[config.mk]
export PLATFORM = sky130hd
export DESIGN_NAME = json_string_unescape_unit
export DESIGN_NICKNAME = d
export VERILOG_FILES = /design/src/design/jsu_pkg.sv /design/src/design/json_string_unescape_unit.sv /design/src/design/jsu_front.sv /design/src/design/jsu_queue.sv /design/src/design/jsu_back.sv
export SDC_FILE = /design/constraint.sdc
export NUM_CORES = 1
export LEC_CHECK = 0
export BUFFER_PORTS_ARGS = -buffer_cell sky130_fd_sc_hd__buf_2
export CAP_MARGIN = 20
export CORE_ASPECT_RATIO = 1.2
export CORE_MARGIN = 5
export CORE_UTILIZATION = 43
export DETAILED_ROUTE_END_ITERATION = 6
export HOLD_SLACK_MARGIN = 0.12
export SYNTH_ARGS = -nofsm -noshare
export SYNTH_HDL_FRONTEND = slang
export SYNTH_SLANG_ARGS = --single-unit
[constraint.sdc]
create_clock -name clk -period 6.55 [get_ports clk]
set_input_delay 0 -clock clk [delete_from_list [all_inputs] [get_ports clk]]
set_output_delay 0 -clock clk [all_outputs]
set_load 0.03 [all_outputs]
[src/design/jsu_pkg.sv]
// Shared types, constants and helpers for the JSON string unescape unit.
// No dependencies; imported by every module of the unit.
package jsu_pkg;

  localparam int RUN_MAX     = 6;
  localparam int RUN_CNT_W   = $clog2(RUN_MAX + 1);
  localparam int QUEUE_DEPTH = 4;
  localparam int QUEUE_PTR_W = $clog2(QUEUE_DEPTH);
  localparam int QUEUE_CNT_W = $clog2(QUEUE_DEPTH + 1);
  localparam int HEX_SLOTS   = 3;

  localparam logic [7:0] CHR_QUOTE = 8'h22;
  localparam logic [7:0] CHR_BSL   = 8'h5C;
  localparam logic [7:0] CHR_SLASH = 8'h2F;
  localparam logic [7:0] CHR_B     = 8'h62;
  localparam logic [7:0] CHR_F     = 8'h66;
  localparam logic [7:0] CHR_N     = 8'h6E;
  localparam logic [7:0] CHR_R     = 8'h72;
  localparam logic [7:0] CHR_T     = 8'h74;
  localparam logic [7:0] CHR_U     = 8'h75;
  localparam logic [7:0] CTL_BS    = 8'h08;
  localparam logic [7:0] CTL_FF    = 8'h0C;
  localparam logic [7:0] CTL_LF    = 8'h0A;
  localparam logic [7:0] CTL_CR    = 8'h0D;
  localparam logic [7:0] CTL_TAB   = 8'h09;

  localparam logic [15:0] CP_ONE_LIMIT = 16'd128;
  localparam logic [15:0] CP_TWO_LIMIT = 16'h0800;
  localparam logic [2:0]  UTF8_LEAD2   = 3'b110;
  localparam logic [3:0]  UTF8_LEAD3   = 4'b1110;
  localparam logic [1:0]  UTF8_CONT    = 2'b10;

  typedef enum logic [5:0] {
    MODE_NORMAL = 6'b000001,
    MODE_ESC    = 6'b000010,
    MODE_HEX0   = 6'b000100,
    MODE_HEX1   = 6'b001000,
    MODE_HEX2   = 6'b010000,
    MODE_HEX3   = 6'b100000
  } mode_t;

  typedef struct packed {
    logic [7:0] in_byte;
    logic       end_of_string;
  } raw_item_t;

  typedef struct packed {
    logic [7:0] out_byte;
    logic       last_of_run;
  } text_item_t;

  // Bytes produced by one input item, in order from entry 0.
  typedef struct packed {
    logic [RUN_MAX-1:0][7:0] bytes;
    logic [RUN_CNT_W-1:0]    cnt;
  } run_t;

  // Queue status seen by the front and back.
  typedef struct packed {
    logic full;
    logic nonempty;
  } queue_stat_t;

  // Returns {is_hex, value}.
  function automatic logic [4:0] hex_decode(input logic [7:0] b);
    logic [4:0] r;
    r = '0;
    if (b >= 8'h30 && b <= 8'h39) r = {1'b1, 4'(b - 8'h30)};
    else if (b >= 8'h61 && b <= 8'h66) r = {1'b1, 4'(b - 8'h57)};
    else if (b >= 8'h41 && b <= 8'h46) r = {1'b1, 4'(b - 8'h37)};
    return r;
  endfunction

endpackage

[src/design/json_string_unescape_unit.sv]
// Top level of the JSON string unescape unit: front end, run queue, back end.
// Depends on jsu_pkg, jsu_front, jsu_queue, jsu_back.
//
//   channel | handshake              | payload
//   raw     | raw_valid / raw_stall  | raw_item  (in_byte, end_of_string)
//   text    | text_valid / text_stall| text_item (out_byte, last_of_run)
//
// The front end takes one raw byte per cycle while the run queue has room.
// Each byte yields a run of 0 to 6 output bytes; the back end sends one byte per cycle
// while text_stall is low, so sustained input rate is one byte per cycle when runs
// average one byte or less. Runs go through the run queue, then the back end's register.
// Synchronous reset returns to plain text mode and empties the queue.
// raw_stall rises only when the four-entry run queue is full.
module json_string_unescape_unit import jsu_pkg::*; (
  input  logic       clk,
  input  logic       rst,
  input  logic       raw_valid,
  output logic       raw_stall,
  input  raw_item_t  raw_item,
  output logic       text_valid,
  input  logic       text_stall,
  output text_item_t text_item
);

  queue_stat_t qstat;
  logic        push, pop;
  run_t        push_run, head_run;

  jsu_front u_front (
    .clk       (clk),
    .rst       (rst),
    .raw_valid (raw_valid),
    .raw_item  (raw_item),
    .qstat     (qstat),
    .raw_stall (raw_stall),
    .push      (push),
    .push_run  (push_run)
  );

  jsu_queue u_queue (
    .clk      (clk),
    .rst      (rst),
    .push     (push),
    .push_run (push_run),
    .pop      (pop),
    .head_run (head_run),
    .qstat    (qstat)
  );

  jsu_back u_back (
    .clk        (clk),
    .rst        (rst),
    .qstat      (qstat),
    .head_run   (head_run),
    .pop        (pop),
    .text_valid (text_valid),
    .text_stall (text_stall),
    .text_item  (text_item)
  );

endmodule

[src/design/jsu_front.sv]
// Front end: accepts raw bytes, tracks escape state, builds one run of output bytes.
// Depends on jsu_pkg.
module jsu_front import jsu_pkg::*; (
  input  logic        clk,
  input  logic        rst,
  input  logic        raw_valid,
  input  raw_item_t   raw_item,
  input  queue_stat_t qstat,
  output logic        raw_stall,
  output logic        push,
  output run_t        push_run
);

  mode_t       mode, mode_next;
  logic [11:0] acc, acc_next;
  logic [HEX_SLOTS-1:0][7:0] store;
  logic [HEX_SLOTS-1:0] store_we;
  logic        accept;
  logic [7:0]  b;
  logic        eos;
  logic [4:0]  hx;
  logic [1:0]  k;
  logic        do_plain;
  logic [15:0] cp;
  run_t        run;

  assign b         = raw_item.in_byte;
  assign eos       = raw_item.end_of_string;
  assign hx        = hex_decode(b);
  assign cp        = {acc, hx[3:0]};
  assign raw_stall = qstat.full;
  assign accept    = raw_valid && !qstat.full;
  assign push      = accept && (run.cnt != '0);
  assign push_run  = run;

  always_comb begin
    unique case (mode) inside
      MODE_HEX1: k = 2'd1;
      MODE_HEX2: k = 2'd2;
      MODE_HEX3: k = 2'd3;
      default:   k = 2'd0;
    endcase
  end

  always_comb begin
    run      = '0;
    mode_next = MODE_NORMAL;
    acc_next = acc;
    store_we = '0;
    do_plain = 1'b0;
    unique case (mode) inside
      MODE_ESC: begin
        run.cnt = RUN_CNT_W'(1);
        case (b)
          CHR_QUOTE: run.bytes[0] = CHR_QUOTE;
          CHR_BSL:   run.bytes[0] = CHR_BSL;
          CHR_SLASH: run.bytes[0] = CHR_SLASH;
          CHR_B:     run.bytes[0] = CTL_BS;
          CHR_F:     run.bytes[0] = CTL_FF;
          CHR_N:     run.bytes[0] = CTL_LF;
          CHR_R:     run.bytes[0] = CTL_CR;
          CHR_T:     run.bytes[0] = CTL_TAB;
          CHR_U: begin
            if (eos) begin
              run.bytes[0] = CHR_BSL;
              run.bytes[1] = CHR_U;
              run.cnt      = RUN_CNT_W'(2);
            end else begin
              run.cnt   = '0;
              mode_next = MODE_HEX0;
              acc_next  = '0;
            end
          end
          default: begin
            // unknown escape: keep the backslash, then treat byte as text
            run.bytes[0] = CHR_BSL;
            do_plain     = 1'b1;
          end
        endcase
      end
      MODE_HEX0, MODE_HEX1, MODE_HEX2, MODE_HEX3: begin
        if (hx[4] && mode == MODE_HEX3) begin
          if (cp < CP_ONE_LIMIT) begin
            run.bytes[0] = cp[7:0];
            run.cnt      = RUN_CNT_W'(1);
          end else if (cp < CP_TWO_LIMIT) begin
            run.bytes[0] = {UTF8_LEAD2, cp[10:6]};
            run.bytes[1] = {UTF8_CONT, cp[5:0]};
            run.cnt      = RUN_CNT_W'(2);
          end else begin
            run.bytes[0] = {UTF8_LEAD3, cp[15:12]};
            run.bytes[1] = {UTF8_CONT, cp[11:6]};
            run.bytes[2] = {UTF8_CONT, cp[5:0]};
            run.cnt      = RUN_CNT_W'(3);
          end
        end else if (hx[4] && !eos) begin
          store_we[k] = 1'b1;
          acc_next    = {acc[7:0], hx[3:0]};
          unique case (mode) inside
            MODE_HEX0: mode_next = MODE_HEX1;
            MODE_HEX1: mode_next = MODE_HEX2;
            default:   mode_next = MODE_HEX3;
          endcase
        end else begin
          // flush the partial escape, then treat byte as text
          run.bytes[0] = CHR_BSL;
          run.bytes[1] = CHR_U;
          run.bytes[2] = store[0];
          run.bytes[3] = store[1];
          run.bytes[4] = store[2];
          run.cnt      = RUN_CNT_W'(2) + RUN_CNT_W'(k);
          do_plain     = 1'b1;
        end
      end
      default: do_plain = 1'b1;
    endcase
    if (do_plain) begin
      if (b == CHR_BSL && !eos) begin
        mode_next = MODE_ESC;
      end else begin
        run.bytes[run.cnt] = b;
        run.cnt            = run.cnt + RUN_CNT_W'(1);
      end
    end
    if (eos) begin
      mode_next = MODE_NORMAL;
    end
  end

  always_ff @(posedge clk) begin
    if (rst) begin
      mode <= MODE_NORMAL;
      acc  <= '0;
    end else if (accept) begin
      mode <= mode_next;
      acc  <= acc_next;
    end
  end

  always_ff @(posedge clk) begin
    for (int i = 0; i < HEX_SLOTS; i++) begin
      if (accept && store_we[i]) begin
        store[i] <= b;
      end
    end
  end

endmodule

[src/design/jsu_queue.sv]
// Short run queue between front and back ends.
// Depends on jsu_pkg.
module jsu_queue import jsu_pkg::*; (
  input  logic        clk,
  input  logic        rst,
  input  logic        push,
  input  run_t        push_run,
  input  logic        pop,
  output run_t        head_run,
  output queue_stat_t qstat
);

  run_t                 slots [QUEUE_DEPTH];
  logic [QUEUE_PTR_W-1:0] wr_ptr, rd_ptr;
  logic [QUEUE_CNT_W-1:0] count;
  logic                 do_push, do_pop;

  assign qstat.full     = (count == QUEUE_CNT_W'(QUEUE_DEPTH));
  assign qstat.nonempty = (count != '0);
  assign do_push        = push && !qstat.full;
  assign do_pop         = pop && qstat.nonempty;
  assign head_run       = slots[rd_ptr];

  always_ff @(posedge clk) begin
    if (rst) begin
      wr_ptr <= '0;
      rd_ptr <= '0;
      count  <= '0;
    end else begin
      if (do_push) wr_ptr <= wr_ptr + QUEUE_PTR_W'(1);
      if (do_pop)  rd_ptr <= rd_ptr + QUEUE_PTR_W'(1);
      if (do_push && !do_pop) count <= count + QUEUE_CNT_W'(1);
      else if (do_pop && !do_push) count <= count - QUEUE_CNT_W'(1);
    end
  end

  always_ff @(posedge clk) begin
    if (do_push) begin
      slots[wr_ptr] <= push_run;
    end
  end

endmodule

[src/design/jsu_back.sv]
// Back end: holds one run and sends its bytes out one per cycle while text_stall is low.
// Depends on jsu_pkg.
module jsu_back import jsu_pkg::*; (
  input  logic        clk,
  input  logic        rst,
  input  queue_stat_t qstat,
  input  run_t        head_run,
  output logic        pop,
  output logic        text_valid,
  input  logic        text_stall,
  output text_item_t  text_item
);

  run_t                 cur;
  logic [RUN_CNT_W-1:0] pos;
  logic                 busy;
  logic                 take, last;

  assign last       = (pos == cur.cnt - RUN_CNT_W'(1));
  assign take       = busy && !text_stall;
  assign pop        = qstat.nonempty && (!busy || (take && last));
  assign text_valid = busy;
  assign text_item  = '{out_byte: cur.bytes[pos], last_of_run: last};

  always_ff @(posedge clk) begin
    if (rst) begin
      busy <= 1'b0;
      pos  <= '0;
    end else if (pop) begin
      busy <= 1'b1;
      pos  <= '0;
    end else if (take && last) begin
      busy <= 1'b0;
    end else if (take) begin
      pos <= pos + RUN_CNT_W'(1);
    end
  end

  always_ff @(posedge clk) begin
    if (pop) begin
      cur <= head_run;
    end
  end

endmodule

==> impl_metrics.ini <==
[run_status]
status = finished clean

[clock_tree]
numCtsBuffers = 30
clock_latency_ns = 0.56
h-tree-depth = 1
clk_pin_slew_worst_paths_ns = 0.06
post_cts_resize_count = 0
cts_buffer_depth = 3
cts_sinks = 308
cts_tree = done
clockRootBuffer = clkbuf_16
post_cts_buffers = 0

[timing]
fin_tns_setup_ns = 0
fmax_mhz = 230
setup_slack_ns = 2.21
grt_setup_unrepaired = false
period_share = 0.662
slew_headroom = 0.268
period_minus_slack_ns = 4.34
worst_pin_slew_ns = 1.09
setup_viol = 0
skew_ns = 0.0270
finalHoldViolCount = 0
final-max-slew-violation-count = 0

[placed_design]
dpl_worst_slack_ns = 2.27
place_congestion = 0.916
io_buffer_count = 23
dp_hpwl_mm = 16.9

[logic_synthesis]
synth.net_count = 853
synth_edf_count = 279
ys_async_sr_fraction = 0
yosys_register_bits = 308
syn_avg_cell_area_um2 = 15.8
synth-seq-area-share = 0.685
synthesis.area_um2 = 13100
synthCells = 826
synth_flop_cell = edfxtp_1
synth.distinct_cells = 73
yosys_warnings = 0

[global_routing]
track_usage = 0.163
antenna_found_initial = 0
grt_pass1_wl_mm = 43.3
grt_pass1_vias = 7315
grt_max_degree = 58
grt-ovfl-total = 0

[die]
initial_utilization = 0.432
coreArea_um2 = 30300
die_h_um = 201
num_rows = 70
num_io_pins = 24
die-area_um2 = 34000
fp.dieW_um = 169

[drt]
first_iter_violations = 687
drc = 0
first_pass_iters = 6
via_count = 7157
wl_mm = 27.8
antenna_left = 0
wl_per_cell_um = 21.8
viasPerCell = 5.60

[final_layout]
antenna_cells = 0
layout_commonest_cell = edfxtp_1
syn_to_final_growth_pct = 13.7
final_nets = 885
layout_common_cells = 279 x edfxtp_1, 59 x mux4_2, 55 x nand2_1
layout-drive-gt1-share = 0.193

[critical_path]
cp_max_fo = 14
cp-start-kind = input port
end_kind = flip-flop
reg2regPathDepth = 15
critical_path_class = input port to flip-flop
rr_endpoint = u_queue.count[2]
worstPathArrival_ns = 4.81
r2r-start = u_front.mode[3]
reg2reg_setup_slack_ns = 2.27
crit_required_ns = 7.02

[hold_path]
hold_class = input port to flip-flop
hold_end = u_back.pos[0]
whs_path_depth = 5
hp-start = text_stall

[run]
max_cap_viol_count = 0

[power]
power_density_nw_per_um2 = 370
irDropWorstVdd_v = 0.000223
power_leakage_uw = 0.00501
[metrics by stage]
stage          total power (uW)  utilization  hold slack, ns  cells  cell area, um^2
2_1_floorplan              3400            -          0.0989    826            13100
6_report                   5500        0.491           0.397   1278            14900
3_3_place_gp               3670        0.450           0.353   1208            13600
3_5_place_dp               3690        0.450           0.357   1208            13600
5_1_grt                    5770        0.491           0.398   1278            14900
4_1_cts                    5580        0.490           0.364   1277            14900
[kinds of logic after synthesis]
| group | count (synthesis) | share of synthesized area |
|---|---|---|
| adder cells (fa/ha/maj) | 14 | 0.0140 |
| XOR/XNOR | 14 | 0.00937 |
| AO/OA/AOI/OAI | 140 | 0.0739 |
| buffers and inverters | 65 | 0.0199 |
| AND/OR/NAND/NOR | 214 | 0.0871 |
| multiplexers | 71 | 0.111 |
| flip-flops | 308 | 0.685 |
[area by class of cell]
type                       count  area [um^2]
tap                          396          495
inverter                      18         67.6
multi-input combinational    453         3900
timing repair buffer          47          332
sequential                   308         8970
clock buffer                  31          754
clock inverter                25          354
fill                        2594        15400
[how the worst max path moves through the flow]
stage | from | to | depth (start not counted)
global placement | raw_item[2] | u_queue.count[2] | 17
CTS | raw_item[1] | u_queue.count[2] | 18
finish | raw_item[1] | u_queue.count[2] | 18
global route | raw_item[1] | u_queue.count[2] | 18
floorplan | raw_item[2] | u_queue.slots[0][0] | 12
detailed placement | raw_item[1] | u_queue.count[2] | 17
[per-layer routing]
metal,track usage,wire length (um),vias up,share of wire
met3,0.0242,1160,43,0.042
li1,-,-,3341,-
met4,0.0503,733,0,0.026
met2,0.268,13600,158,0.49
met1,0.227,12300,3615,0.44
met5,0,0,-,0
[report_power, final]
| group | leakage, uW | internal, uW | total (uW) | switching (uW) |
|---|---|---|---|---|
| Clock | 0.000524 | 1160 | 1880 | 725 |
| Combinational | 0.00151 | 408 | 943 | 534 |
| Sequential | 0.00297 | 2530 | 2670 | 142 |
| Total | 0.00501 | 4100 | 5500 | 1400 |
[synth_stat cells (10+ instances only)]
library cell	count	share of area
inv_1	18	0.0052
nor2_1	45	0.013
nand3_1	22	0.0084
o22ai_1	10	0.0048
edfxtp_1	279	0.64
mux2i_1	10	0.0077
nor3_1	13	0.0050
clkbuf_1	32	0.0092
mux4_2	59	0.10
nand2_1	55	0.016
buf_2	10	0.0038
o21ai_0	31	0.012
dfxtp_1	29	0.044
ha_1	13	0.012
and3_1	13	0.0062
a21oi_1	36	0.014
[repair_timing]
item / in CTS / in global routing
endpoints found under the hold margin: 153 / 0
endpoints found under the setup margin: 0 / 0
hold buffers: 13 / 0
[worst max-delay path, cell delays in order]
cell           delay (ns)
dlygate4sd3_1        0.52
buf_2                0.27
inv_1                0.16
ha_1                 0.23
o21bai_1             0.18
a21o_1               0.41
a211oi_4             0.18
o41ai_4              0.62
ha_1                 0.33
nand3b_1             0.26
a211oi_2             0.54
nor2_1               0.09
ha_1                 0.23
inv_1                0.07
fa_1                 0.17
xor2_1               0.07
or3_1                0.30
a21oi_1              0.14
[state kept, by name, indices dropped and copies added (netlist names)]
register	cells
u_front.store	24
u_queue.wr_ptr	2
u_back.cur	51
u_back.text_valid	1
u_queue.rd_ptr	2
u_front.mode	6
u_queue.count	3
u_front.acc	12
u_queue.slots	204
u_back.pos	3
No activity file was read; power rests on OpenSTA's default activity.
